<file path="src/tpt_pkg.sv">
// shared types, step codes and constants of the pan/tilt tracker
// no dependencies
`default_nettype none
package tpt_pkg;

	// register indexes on the apb port
	localparam logic [2:0] REG_PROP   = 3'd0;
	localparam logic [2:0] REG_INTEG  = 3'd1;
	localparam logic [2:0] REG_DERIV  = 3'd2;
	localparam logic [2:0] REG_DEAD   = 3'd3;
	localparam logic [2:0] REG_ALPHA  = 3'd4;
	localparam logic [2:0] REG_QNOISE = 3'd5;
	localparam logic [2:0] REG_RNOISE = 3'd6;
	localparam logic [2:0] REG_KEN    = 3'd7;

	// sequencer steps, also the datapath command code
	localparam logic [4:0] ST_IDLE = 5'd0;
	localparam logic [4:0] ST_LOAD = 5'd1;
	localparam logic [4:0] ST_DIVI = 5'd2;
	localparam logic [4:0] ST_DIVS = 5'd3;
	localparam logic [4:0] ST_MKD  = 5'd4;
	localparam logic [4:0] ST_EST  = 5'd5;
	localparam logic [4:0] ST_MCOV = 5'd6;
	localparam logic [4:0] ST_COV  = 5'd7;
	localparam logic [4:0] ST_DEAD = 5'd8;
	localparam logic [4:0] ST_MP   = 5'd9;
	localparam logic [4:0] ST_MI   = 5'd10;
	localparam logic [4:0] ST_MD   = 5'd11;
	localparam logic [4:0] ST_ACC1 = 5'd12;
	localparam logic [4:0] ST_CLO  = 5'd13;
	localparam logic [4:0] ST_MA   = 5'd14;
	localparam logic [4:0] ST_MNA  = 5'd15;
	localparam logic [4:0] ST_ACC2 = 5'd16;
	localparam logic [4:0] ST_LPU  = 5'd17;
	localparam logic [4:0] ST_ANG  = 5'd18;
	localparam logic [4:0] ST_OUT  = 5'd19;

	localparam logic [4:0] DIV_LAST = 5'd23;

	localparam logic [24:0] ONE_Q24 = 25'h100_0000;
	localparam logic [31:0] COV_RESET = 32'h0100_0000;
	localparam logic [23:0] PAN_RESET = 24'd5898240;
	localparam logic [22:0] TILT_RESET = 23'd5242880;
	localparam logic signed [33:0] INTEG_LIM = 34'sd65536000;
	localparam logic signed [33:0] PAN_MIN = 34'sd1310720;
	localparam logic signed [33:0] PAN_MAX = 34'sd10485760;
	localparam logic signed [33:0] TILT_MIN = 34'sd2621440;
	localparam logic signed [33:0] TILT_MAX = 34'sd6553600;
	localparam logic signed [11:0] CENTRE_PX = 12'sd320;

	typedef struct packed {
		logic [30:0] prop_gain;
		logic [30:0] integ_gain;
		logic [30:0] deriv_gain;
		logic [30:0] dead_zone;
		logic [24:0] smoothing_alpha;
		logic [30:0] process_noise;
		logic [30:0] measure_noise;
		logic        kalman_enable;
	} cfg_t;

	typedef struct packed {
		logic [4:0] op;
		logic       axis;
		logic       load_in;
		logic       load_out;
	} cmd_t;

	typedef struct packed {
		logic dead_hit;
	} sts_t;

	// saturate a wide signed value to 32 bits
	function automatic logic signed [31:0] sat32(input logic signed [65:0] v);
		logic signed [65:0] hi;
		logic signed [65:0] lo;
		hi = 66'sd2147483647;
		lo = -66'sd2147483648;
		if (v > hi)
			sat32 = 32'sh7FFF_FFFF;
		else if (v < lo)
			sat32 = 32'sh8000_0000;
		else
			sat32 = v[31:0];
	endfunction

	// clamp a signed value into a range
	function automatic logic signed [33:0] clamp34(input logic signed [33:0] v,
		input logic signed [33:0] lo, input logic signed [33:0] hi);
		if (v < lo)
			clamp34 = lo;
		else if (v > hi)
			clamp34 = hi;
		else
			clamp34 = v;
	endfunction

endpackage
`default_nettype wire

</file>
<file path="src/tpt_regs.sv">
// apb configuration registers of the pan/tilt tracker
// depends on tpt_pkg
`default_nettype none
module tpt_regs import tpt_pkg::*; (
	input  wire logic        clk,
	input  wire logic        arst_n,
	input  wire logic        psel,
	input  wire logic        penable,
	input  wire logic        pwrite,
	input  wire logic [4:0]  paddr,
	input  wire logic [31:0] pwdata,
	output logic      [31:0] prdata,
	output cfg_t             cfg
);
	cfg_t cfg_q;
	logic wr_en;

	assign wr_en = psel & penable & pwrite;
	assign cfg = cfg_q;

	// register writes
	always_ff @(posedge clk or negedge arst_n) begin
		if (!arst_n) begin
			cfg_q.prop_gain       <= 31'd41943;
			cfg_q.integ_gain      <= 31'd0;
			cfg_q.deriv_gain      <= 31'd50332;
			cfg_q.dead_zone       <= 31'd6553600;
			cfg_q.smoothing_alpha <= 25'd8388608;
			cfg_q.process_noise   <= 31'd838861;
			cfg_q.measure_noise   <= 31'd16777216;
			cfg_q.kalman_enable   <= 1'b0;
		end else if (wr_en) begin
			case (paddr[4:2])
				REG_PROP:   cfg_q.prop_gain       <= pwdata[30:0];
				REG_INTEG:  cfg_q.integ_gain      <= pwdata[30:0];
				REG_DERIV:  cfg_q.deriv_gain      <= pwdata[30:0];
				REG_DEAD:   cfg_q.dead_zone       <= pwdata[30:0];
				REG_ALPHA:  cfg_q.smoothing_alpha <= pwdata[24:0];
				REG_QNOISE: cfg_q.process_noise   <= pwdata[30:0];
				REG_RNOISE: cfg_q.measure_noise   <= pwdata[30:0];
				REG_KEN:    cfg_q.kalman_enable   <= pwdata[0];
				default: ;
			endcase
		end
	end

	// read mux
	always_comb begin
		case (paddr[4:2])
			REG_PROP:   prdata = {1'b0, cfg_q.prop_gain};
			REG_INTEG:  prdata = {1'b0, cfg_q.integ_gain};
			REG_DERIV:  prdata = {1'b0, cfg_q.deriv_gain};
			REG_DEAD:   prdata = {1'b0, cfg_q.dead_zone};
			REG_ALPHA:  prdata = {7'b0, cfg_q.smoothing_alpha};
			REG_QNOISE: prdata = {1'b0, cfg_q.process_noise};
			REG_RNOISE: prdata = {1'b0, cfg_q.measure_noise};
			REG_KEN:    prdata = {31'b0, cfg_q.kalman_enable};
			default:    prdata = 32'b0;
		endcase
	end
endmodule
`default_nettype wire

</file>
<file path="config.mk">
export PLATFORM = sky130hd
export DESIGN_NAME = tpt_regs
export DESIGN_NICKNAME = d
export VERILOG_FILES = /design/src/tpt_pkg.sv /design/src/tpt_regs.sv
export SDC_FILE = /design/constraint.sdc
export NUM_CORES = 1
export LEC_CHECK = 0
export BUFFER_PORTS_ARGS = -buffer_cell sky130_fd_sc_hd__buf_2
export CAP_MARGIN = 20
export CELL_PAD_IN_SITES_DETAIL_PLACEMENT = 1
export CELL_PAD_IN_SITES_GLOBAL_PLACEMENT = 2
export CORE_ASPECT_RATIO = 1.2
export CORE_MARGIN = 2
export CORE_UTILIZATION = 30
export CTS_CLUSTER_DIAMETER = 150
export DETAILED_ROUTE_END_ITERATION = 8
export PLACE_DENSITY_LB_ADDON = 0.15
export SYNTH_ARGS = -nofsm -noshare
export SYNTH_HDL_FRONTEND = slang
export SYNTH_SLANG_ARGS = --single-unit
</file>
<file path="constraint.sdc">
create_clock -name clk -period 2.3 [get_ports clk]
set_clock_uncertainty 0.15 [all_clocks]
set_input_delay 0.46 -clock clk [delete_from_list [all_inputs] [get_ports clk]]
set_output_delay 0.46 -clock clk [all_outputs]
set_load 0.005 [all_outputs]
</file>
==> flow_metrics.tcl <==
set metrics [dict create \
    outcome "finished with violations" \
    failed_checks "negative setup slack" \
    synth-seq-area-share 0.546 \
    rsz0062_at_grt "true" \
    crit_type "register to primary output" \
    fmax_mhz 417 \
    overflow 0 \
    synth_fp_nets 725 \
    power.density_nw_per_um2 882 \
    layout.cells.non_filler 1485 \
    p_switching_w 0.00344 \
    max-vdd-ir-drop_mv 0.576 \
    start_util 0.304 \
    gp_congestion 0.725 \
    setup_viol 8 \
    syn_avg_cell_area_um2 14.3 \
    clk_pin_slew_worst_paths_ns 0.06 \
    p_comb_frac 0.246 \
    cts_max_path_buffers 3 \
    crit_path_start_kind "register" \
    drt_iter0_drc 286 \
    final_nets 1100 \
    ys.flop_type "dfrtp_1" \
    fin_crit_ns 2.40 \
    first_pass_iters 4 \
    cts_tree "yes" \
    drive_gt1_frac 0.648 \
    tightest_slew_ns 0.614 \
    drcViolationCount 0 \
    endpoint_kind "primary output" \
    die_h_um 202 \
    drt_wl_total_um 34100 \
    async_reset_ff_frac 1.00 \
    grt_max_degree 52 \
    pwr-share-seq 0.426 \
    yosys_warnings 0 \
    power_leakage_nw 6.68 \
    wire_per_inst_um 23.0 \
    grtUsageTotal 0.202 \
    cts_max_level 1 \
    cts_root_buffer "clkbuf_16" \
    utilization 0.423 \
    hold_viol_final 0 \
    synthDistinctLibCells 39 \
    rows 72 \
    hp-class "input port to register" \
    slew_headroom 0.590 \
    slew_violations 0 \
    crit_arrival_ns 1.79 \
    dieArea_um2 34100 \
    dpl.hpwl_um 23500 \
    core_um2 32200 \
    grt_pass1_wl_um 52100 \
    die_x_um 169 \
    synth.cell_area_um2 9780 \
    final_common_cell "buf_2" \
    via_per_inst 4.91 \
    vias 7286 \
    slowest_delay_ns 0.53 \
    ant_nets 0 \
    fin_area_um2 13600 \
    largest_reg_flops 212 \
    setup_ws_ns -0.100 \
    place_area_um2 12200 \
    syn_to_final_growth_pct 39.0 \
    dp.cells 1383 \
    numCtsBuffers 25 \
    most-common-layout-cells "buf_2, dfrtp_1, mux2_2, buf_4, mux2i_1" \
    ys_seq_elements 212 \
    crit_chain "mux2i_1 > a221o_1 > a41oi_2 > buf_4 > buf_6" \
    port_buffers 281 \
    grt_pass1_vias 8090 \
    cp.required_ns 1.69 \
    drv_cap 0 \
    p_int_w 0.00856 \
    switching_share 0.287 \
    clk_latency_ns 0.52 \
    fin_tns_setup_ns -0.423 \
    netlist_instances 683 \
    period_share 1.04 \
    synth-edff-count 0 \
    crit_slowest_cell "dfstp_2" \
    num_io_pins 286 \
    cts.sinks 212 \
    antenna_found_initial 1 \
    critPathMaxFanout 2 \
    fin_total_pwr_w 0.0120 \
    power_frac_clock 0.328 \
]
[Yosys cell counts (all sizes together), types with 5 or more instances]
library cell	n	share of area
a21oi	13	0.0066
a22o	8	0.0072
a2bb2oi	16	0.014
a31oi	8	0.0051
buf	41	0.026
clkbuf	7	0.0027
dfrtp	179	0.46
dfstp	33	0.089
mux2	216	0.25
mux2i	48	0.049
mux4	15	0.035
nand2	11	0.0042
nand2b	7	0.0045
nand3	5	0.0026
nor2	27	0.011
nor2b	5	0.0032
o2bb2ai	6	0.0054
or2	8	0.0051
[logic make-up (layout without fill, tap and decap cells)]
kind of cell,Yosys count,count (layout),share of synthesized area
multiplexers,279,279,0.332
AO/OA/AOI/OAI,68,68,0.0527
flip-flops,212,212,0.546
AND/OR/NAND/NOR,72,72,0.0389
buffers and inverters,51,444,0.0294
other,1,3,0.000383
[power groups by stage]
stage,clock [W],sequential (W),combinational [W]
5_1_grt,0.00423,0.00523,0.00322
3_3_place_gp,0,0.00521,0.00257
6_report,0.00394,0.00511,0.00295
2_1_floorplan,0,0.00514,0.00115
3_5_place_dp,0,0.00523,0.00261
4_1_cts,0.00404,0.00512,0.00295
[worst max-delay path: cells and delay by family, from the launching register on]
family / cells / cell delay (ns)
DFF: 1 / 0.53
AOI/OAI and AO/OA: 2 / 0.43
buffers and inverters: 2 / 0.24
muxes: 1 / 0.06
[metal layers]
layer	wire, µm	part of all wire	global-route usage	vias up
met1	14000	0.41	0.248	3772
li1	-	-	-	3263
met5	0	0	0	-
met2	17300	0.51	0.353	208
met3	2190	0.064	0.0497	43
met4	695	0.020	0.0505	0
[cell type report]
cell class                      instances  area (µm²)
Antenna cell                            2        5.00
Tap cell                              407         509
Clock buffer                           37         731
Timing Repair Buffer                  396        2630
Multi-Input combinational cell        420        4290
Fill cell                            3426       18600
Sequential cell                       212        5350
Inverter                                3        11.3
Clock inverter                          8        78.8
[per-stage QoR]
step / setup slack [ns] / hold WS [ns]
2_1_floorplan: 0.218 / 0.0144
3_3_place_gp: -0.383 / 0.272
3_5_place_dp: -0.110 / 0.261
4_1_cts: -0.152 / 0.0673
5_1_grt: -0.164 / 0.0946
6_report: -0.100 / 0.0917
[repair_timing]
| action | in CTS | in global routing |
|---|---|---|
| buffers inserted | 45 | 7 |
| resized for setup | 24 | 13 |
| endpoints found under the hold margin | 36 | 0 |
| hold buffers | 1 | 0 |
| gates cloned | 2 | 0 |
| setup endpoints to repair | 31 | 29 |
| pin swaps | 7 | 4 |
[worst paths after layout]
check	from	depth (start not counted)	end	slack (ns)
worst max-delay path	cfg[106]	5	prdata[18]	-0.1
worst min-delay path	pwdata[29]	2	cfg[210]	0.09
worst max register to register	cfg[0]	3	cfg[0]	1.12
worst min register to register	cfg[203]	1	cfg[203]	0.37
max in group asynchronous	arst_n	3	cfg[122]	1.00
min in group asynchronous	arst_n	2	cfg[1]	0.30
No activity file was read; power rests on OpenSTA's default activity.
