$ cat src/tpt_pkg.sv
// shared types, step codes and constants of the pan/tilt tracker
// no dependencies
`default_nettype none
package tpt_pkg;

	// register indexes on the apb port
	localparam logic [2:0] REG_PROP   = 3'd0;
	localparam logic [2:0] REG_INTEG  = 3'd1;
	localparam logic [2:0] REG_DERIV  = 3'd2;
	localparam logic [2:0] REG_DEAD   = 3'd3;
	localparam logic [2:0] REG_ALPHA  = 3'd4;
	localparam logic [2:0] REG_QNOISE = 3'd5;
	localparam logic [2:0] REG_RNOISE = 3'd6;
	localparam logic [2:0] REG_KEN    = 3'd7;

	// sequencer steps, also the datapath command code
	localparam logic [4:0] ST_IDLE = 5'd0;
	localparam logic [4:0] ST_LOAD = 5'd1;
	localparam logic [4:0] ST_DIVI = 5'd2;
	localparam logic [4:0] ST_DIVS = 5'd3;
	localparam logic [4:0] ST_MKD  = 5'd4;
	localparam logic [4:0] ST_EST  = 5'd5;
	localparam logic [4:0] ST_MCOV = 5'd6;
	localparam logic [4:0] ST_COV  = 5'd7;
	localparam logic [4:0] ST_DEAD = 5'd8;
	localparam logic [4:0] ST_MP   = 5'd9;
	localparam logic [4:0] ST_MI   = 5'd10;
	localparam logic [4:0] ST_MD   = 5'd11;
	localparam logic [4:0] ST_ACC1 = 5'd12;
	localparam logic [4:0] ST_CLO  = 5'd13;
	localparam logic [4:0] ST_MA   = 5'd14;
	localparam logic [4:0] ST_MNA  = 5'd15;
	localparam logic [4:0] ST_ACC2 = 5'd16;
	localparam logic [4:0] ST_LPU  = 5'd17;
	localparam logic [4:0] ST_ANG  = 5'd18;
	localparam logic [4:0] ST_OUT  = 5'd19;

	localparam logic [4:0] DIV_LAST = 5'd23;

	localparam logic [24:0] ONE_Q24 = 25'h100_0000;
	localparam logic [31:0] COV_RESET = 32'h0100_0000;
	localparam logic [23:0] PAN_RESET = 24'd5898240;
	localparam logic [22:0] TILT_RESET = 23'd5242880;
	localparam logic signed [33:0] INTEG_LIM = 34'sd65536000;
	localparam logic signed [33:0] PAN_MIN = 34'sd1310720;
	localparam logic signed [33:0] PAN_MAX = 34'sd10485760;
	localparam logic signed [33:0] TILT_MIN = 34'sd2621440;
	localparam logic signed [33:0] TILT_MAX = 34'sd6553600;
	localparam logic signed [11:0] CENTRE_PX = 12'sd320;

	typedef struct packed {
		logic [30:0] prop_gain;
		logic [30:0] integ_gain;
		logic [30:0] deriv_gain;
		logic [30:0] dead_zone;
		logic [24:0] smoothing_alpha;
		logic [30:0] process_noise;
		logic [30:0] measure_noise;
		logic        kalman_enable;
	} cfg_t;

	typedef struct packed {
		logic [4:0] op;
		logic       axis;
		logic       load_in;
		logic       load_out;
	} cmd_t;

	typedef struct packed {
		logic dead_hit;
	} sts_t;

	// saturate a wide signed value to 32 bits
	function automatic logic signed [31:0] sat32(input logic signed [65:0] v);
		logic signed [65:0] hi;
		logic signed [65:0] lo;
		hi = 66'sd2147483647;
		lo = -66'sd2147483648;
		if (v > hi)
			sat32 = 32'sh7FFF_FFFF;
		else if (v < lo)
			sat32 = 32'sh8000_0000;
		else
			sat32 = v[31:0];
	endfunction

	// clamp a signed value into a range
	function automatic logic signed [33:0] clamp34(input logic signed [33:0] v,
		input logic signed [33:0] lo, input logic signed [33:0] hi);
		if (v < lo)
			clamp34 = lo;
		else if (v > hi)
			clamp34 = hi;
		else
			clamp34 = v;
	endfunction

endpackage
`default_nettype wire

$ cat src/tpt_ctrl.sv
// sequencer of the pan/tilt tracker: steps both axes through the shared datapath
// depends on tpt_pkg
`default_nettype none
module tpt_ctrl import tpt_pkg::*; (
	input  wire logic clk,
	input  wire logic arst_n,
	input  wire logic in_valid,
	output logic      in_ready,
	output logic      out_valid,
	input  wire logic out_ready,
	input  wire logic kalman_en,
	input  sts_t      sts,
	output cmd_t      cmd
);
	logic [4:0] state_q;
	logic [4:0] state_d;
	logic       axis_q;
	logic [4:0] cnt_q;
	logic       out_valid_q;
	logic       out_free;

	assign in_ready  = (state_q == ST_IDLE);
	assign out_valid = out_valid_q;
	assign out_free  = ~out_valid_q | out_ready;

	assign cmd.op       = state_q;
	assign cmd.axis     = axis_q;
	assign cmd.load_in  = (state_q == ST_IDLE) & in_valid;
	assign cmd.load_out = (state_q == ST_OUT) & out_free;

	// next step
	always_comb begin
		state_d = state_q;
		case (state_q)
			ST_IDLE: if (in_valid) state_d = ST_LOAD;
			ST_LOAD: state_d = kalman_en ? ST_DIVI : ST_DEAD;
			ST_DIVI: state_d = ST_DIVS;
			ST_DIVS: if (cnt_q == DIV_LAST) state_d = ST_MKD;
			ST_MKD:  state_d = ST_EST;
			ST_EST:  state_d = ST_MCOV;
			ST_MCOV: state_d = ST_COV;
			ST_COV:  state_d = ST_DEAD;
			ST_DEAD: state_d = sts.dead_hit ? ST_ANG : ST_MP;
			ST_MP:   state_d = ST_MI;
			ST_MI:   state_d = ST_MD;
			ST_MD:   state_d = ST_ACC1;
			ST_ACC1: state_d = ST_CLO;
			ST_CLO:  state_d = ST_MA;
			ST_MA:   state_d = ST_MNA;
			ST_MNA:  state_d = ST_ACC2;
			ST_ACC2: state_d = ST_LPU;
			ST_LPU:  state_d = ST_ANG;
			ST_ANG:  state_d = axis_q ? ST_OUT : ST_LOAD;
			ST_OUT:  if (out_free) state_d = ST_IDLE;
			default: state_d = ST_IDLE;
		endcase
	end

	// state, axis and divider step count
	always_ff @(posedge clk or negedge arst_n) begin
		if (!arst_n) begin
			state_q <= ST_IDLE;
			axis_q  <= 1'b0;
			cnt_q   <= 5'd0;
		end else begin
			state_q <= state_d;
			if (state_q == ST_IDLE)
				axis_q <= 1'b0;
			else if (state_q == ST_ANG)
				axis_q <= 1'b1;
			if (state_q == ST_DIVS)
				cnt_q <= cnt_q + 5'd1;
			else
				cnt_q <= 5'd0;
		end
	end

	// result handshake
	always_ff @(posedge clk or negedge arst_n) begin
		if (!arst_n)
			out_valid_q <= 1'b0;
		else if (cmd.load_out)
			out_valid_q <= 1'b1;
		else if (out_ready)
			out_valid_q <= 1'b0;
	end
endmodule
`default_nettype wire

$ cat config.mk
export PLATFORM = sky130hd
export DESIGN_NAME = tpt_ctrl
export DESIGN_NICKNAME = d
export VERILOG_FILES = /design/src/tpt_pkg.sv /design/src/tpt_ctrl.sv
export SDC_FILE = /design/constraint.sdc
export NUM_CORES = 1
export LEC_CHECK = 0
export BUFFER_PORTS_ARGS = -buffer_cell sky130_fd_sc_hd__buf_4
export CAP_MARGIN = 20
export CELL_PAD_IN_SITES_DETAIL_PLACEMENT = 1
export CELL_PAD_IN_SITES_GLOBAL_PLACEMENT = 2
export CORE_MARGIN = 10
export CORE_UTILIZATION = 33
export DETAILED_ROUTE_END_ITERATION = 8
export PLACE_DENSITY = 0.87
export SLEW_MARGIN = 30
export SYNTH_ARGS = -nofsm -noshare
export SYNTH_HDL_FRONTEND = slang
export SYNTH_SLANG_ARGS = --single-unit
$ cat constraint.sdc
create_clock -name clk -period 4.85 [get_ports clk]
set_clock_uncertainty 0.1 [all_clocks]
set_input_delay 0.97 -clock clk [delete_from_list [all_inputs] [get_ports clk]]
set_output_delay 0.97 -clock clk [all_outputs]
set_load 0.005 [all_outputs]
==> results.tsv <==
metric	value	unit
critical path depth	4	
fin cells	120	
internal power	0.288	mW
Placed Area	850	sq um
Port Buf Inserts	15	
Routed WL	1.80	mm
Max Transition Viols Final	0	
vias per cell	5.21	
power share of the clock group	0.161	
slowest stage delay, CP	0.59	ns
layout cells sized above 1	0.272	
Top delay family on crit path	simple AND/OR/NAND/NOR gates	
synth top area cells	dfrtp_1, nor2_1, o221ai_4, xor2_1, nand2b_1	
global-route wire length before repair	3.01	mm
EDFF count, synth	0	
Worst Hold Launch	cnt_q[0]	
crit path launch type	flip-flop	
crit path kind	flip-flop to output pin	
Worst Path Max Fanout	15	
CTS sink cnt	12	
DRC Markers	0	
quantity of gates resized following cts	0	
f_max	353	MHz
CP cell instances	or3b_1, or2_4, nor2b_1, buf_4	
ANT nets after route	0	
dominant cell type by area after synthesis	dfrtp_1	
total grt overflow	0	
crit path time final	2.83	ns
max_cap viols	0	
Vias	625	
reg-to-reg setup timing slack	2.84	ns
Total Nets Final	100	
DPL Wire Length	1.30	mm
largest net degree at the start of global routing	16	
clock transition at the registers of the reported paths	0.08	ns
Horiz. Die Dim	67.1	microns
htree depth	1	
Crit path arrival time	1.76	ns
#FFs+latches synth	12	
Wirelength per Cell	15.0	microns
Synth async-reset ratio	1.00	
Seq/Total Area, Yosys	0.410	
routability cong.	0.732	
WHS Path Cells	1	
Slew HR	0.673	
worst r2r src	state_q[4]	
Layout Cell Area excl Fill	886	sq um
diode count	0	
Layout area overhead	20.8	%
Die ar.	4510	sq um
Final Cycle Share	0.584	
CP bufs+invs	1	
met3 WL	46	microns
Worst-Margin Slew	0.491	ns
top-area cell type share of the netlist area	0.410	
gr usage total	0.0831	
Synth Net Count	86	
Yosys warnings	0	
Leakage Power	0.404	nW
antenna violations before repair	0	
Final Setup Violations	0	
CTS root buf	clkbuf_4	
setup bufs post-CTS	0	
cts hold-fix bufs	0	
core area	2170	sq um
Gate Count Post-Synth	79	
Die Height	67.1	microns
Ports	16	
routed wl met2	941	microns
Hold/Removal Path Class	flip-flop to flip-flop	
row count	17	
switching power	0.207	mW
unrepaired setup endpoints after global routing	no	
Critical-path top delay cell	dfrtp_1	
area of the mapped netlist	733	sq um
Max Root-Sink Buffers	2	
Logic pwr share	0.424	
CTS tree	built	
TNS Setup	0	ns
Sw Share	0.418	
predominant post-synthesis flop cell	dfrtp_1	
vias in the first global route	654	
Sequential Power Share	0.415	
top sig layer	met4	
outcome	finished, final reports clean	
WP data required	3.78	ns
Hold EP	cnt_q[0]	
R2R Path End	state_q[0]	
Starting Density	0.338	
1st-iter DRT viols	17	
Hold Violations, Final	0	
Inst Count DP	116	
Synth cell types	33	
Crit. End Element	output pin	
first-pass iteration count of the detailed router	3	
met1 WL	786	microns
Avg Cell Area, Syn	9.28	sq um
maximum VDD drop	0.210	mV
CTS buffer count	3	
pwr dens	559	nW/um^2
clock network latency to the later pin of the worst-skew pair	0.27	ns
R2R cell count	4	
## stage by stage
stage,power (mW),worst slack (ns),hold WS (ns),utilization
finish,0.495,2.02,0.366,0.408
global route,0.539,1.93,0.410,0.408
CTS,0.502,2.00,0.376,0.408
detailed placement,0.421,2.19,0.362,0.392
global placement,0.411,2.22,0.348,0.392
floorplan,0.338,2.46,0.332,-
## layout by cell type, fill, tap and decap left out, drive strengths merged
cell,n
nand3,6
nand3b,3
a31oi,1
ha,1
and2,1
o22ai,1
o221ai,1
clkbuf,4
or3b,2
nand2,4
nor2b,1
mux2,1
nand2b,4
a2111oi,1
and3,1
xnor2,1
o21ai,2
a211o,1
nor3b,2
o31ai,1
a21oi,4
or2,2
nor2,10
nor3,4
xor2,3
dfrtp,12
buf,15
inv,1
and4b,2
## worst max-delay path by stage
stage / start / to / slack, ns
6_report: state_q[4] / cmd[0] / 2.02
3_3_place_gp: out_ready / cmd[0] / 2.22
2_1_floorplan: out_ready / cmd[0] / 2.46
5_1_grt: state_q[4] / cmd[0] / 1.93
4_1_cts: state_q[4] / cmd[0] / 2.00
3_5_place_dp: out_ready / cmd[0] / 2.19
## logic make-up (layout without fill, tap and decap cells)
kind of cell / after synthesis / count (layout) / share of synthesized area
flip-flops: 12 / 12 / 0.410
AND/OR/NAND/NOR: 42 / 42 / 0.329
AO/OA/AOI/OAI: 12 / 12 / 0.128
buffers and inverters: 7 / 20 / 0.0478
XOR/XNOR: 4 / 4 / 0.0478
adder cells (fa/ha/maj): 1 / 1 / 0.0171
multiplexers: 1 / 1 / 0.0205
## synthesized netlist by cell type, types with 2 or more instances
cell type,n
nor2_1,10
xor2_1,3
nand3b_1,3
and4b_1,2
nand3_1,5
nor3b_1,2
nand2b_1,4
o21ai_0,2
buf_2,4
nor3_1,4
dfrtp_1,12
a21oi_1,4
nand2_1,4
## per-layer routing
layer	GRT usage	up-vias
met1	0.101	314
met5	0	-
met4	0.0308	0
met3	0.0149	2
met2	0.142	8
li1	-	301
## power by group through the flow
stage	clock [mW]	combinational [mW]	sequential, mW
after floorplan	0	0.185	0.153
after global placement	0	0.207	0.204
after detailed placement	0	0.214	0.207
after CTS	0.0831	0.214	0.205
after global routing	0.0883	0.235	0.215
final	0.0797	0.210	0.206
## state kept, by name, indices dropped and copies added, names as in the netlist
| name | count |
|---|---|
| out_valid | 1 |
| cnt_q | 5 |
| axis_q | 1 |
| state_q | 5 |
## cell type report
cell class / count / area [sq um]
sequential: 12 / 300
multi-input combinational: 60 / 398
fill: 268 / 1280
clock buffer: 4 / 36.3
timing repair buffer: 15 / 113
inverter: 1 / 3.75
tap: 28 / 35.0
Power figures use the tool's default switching activity.
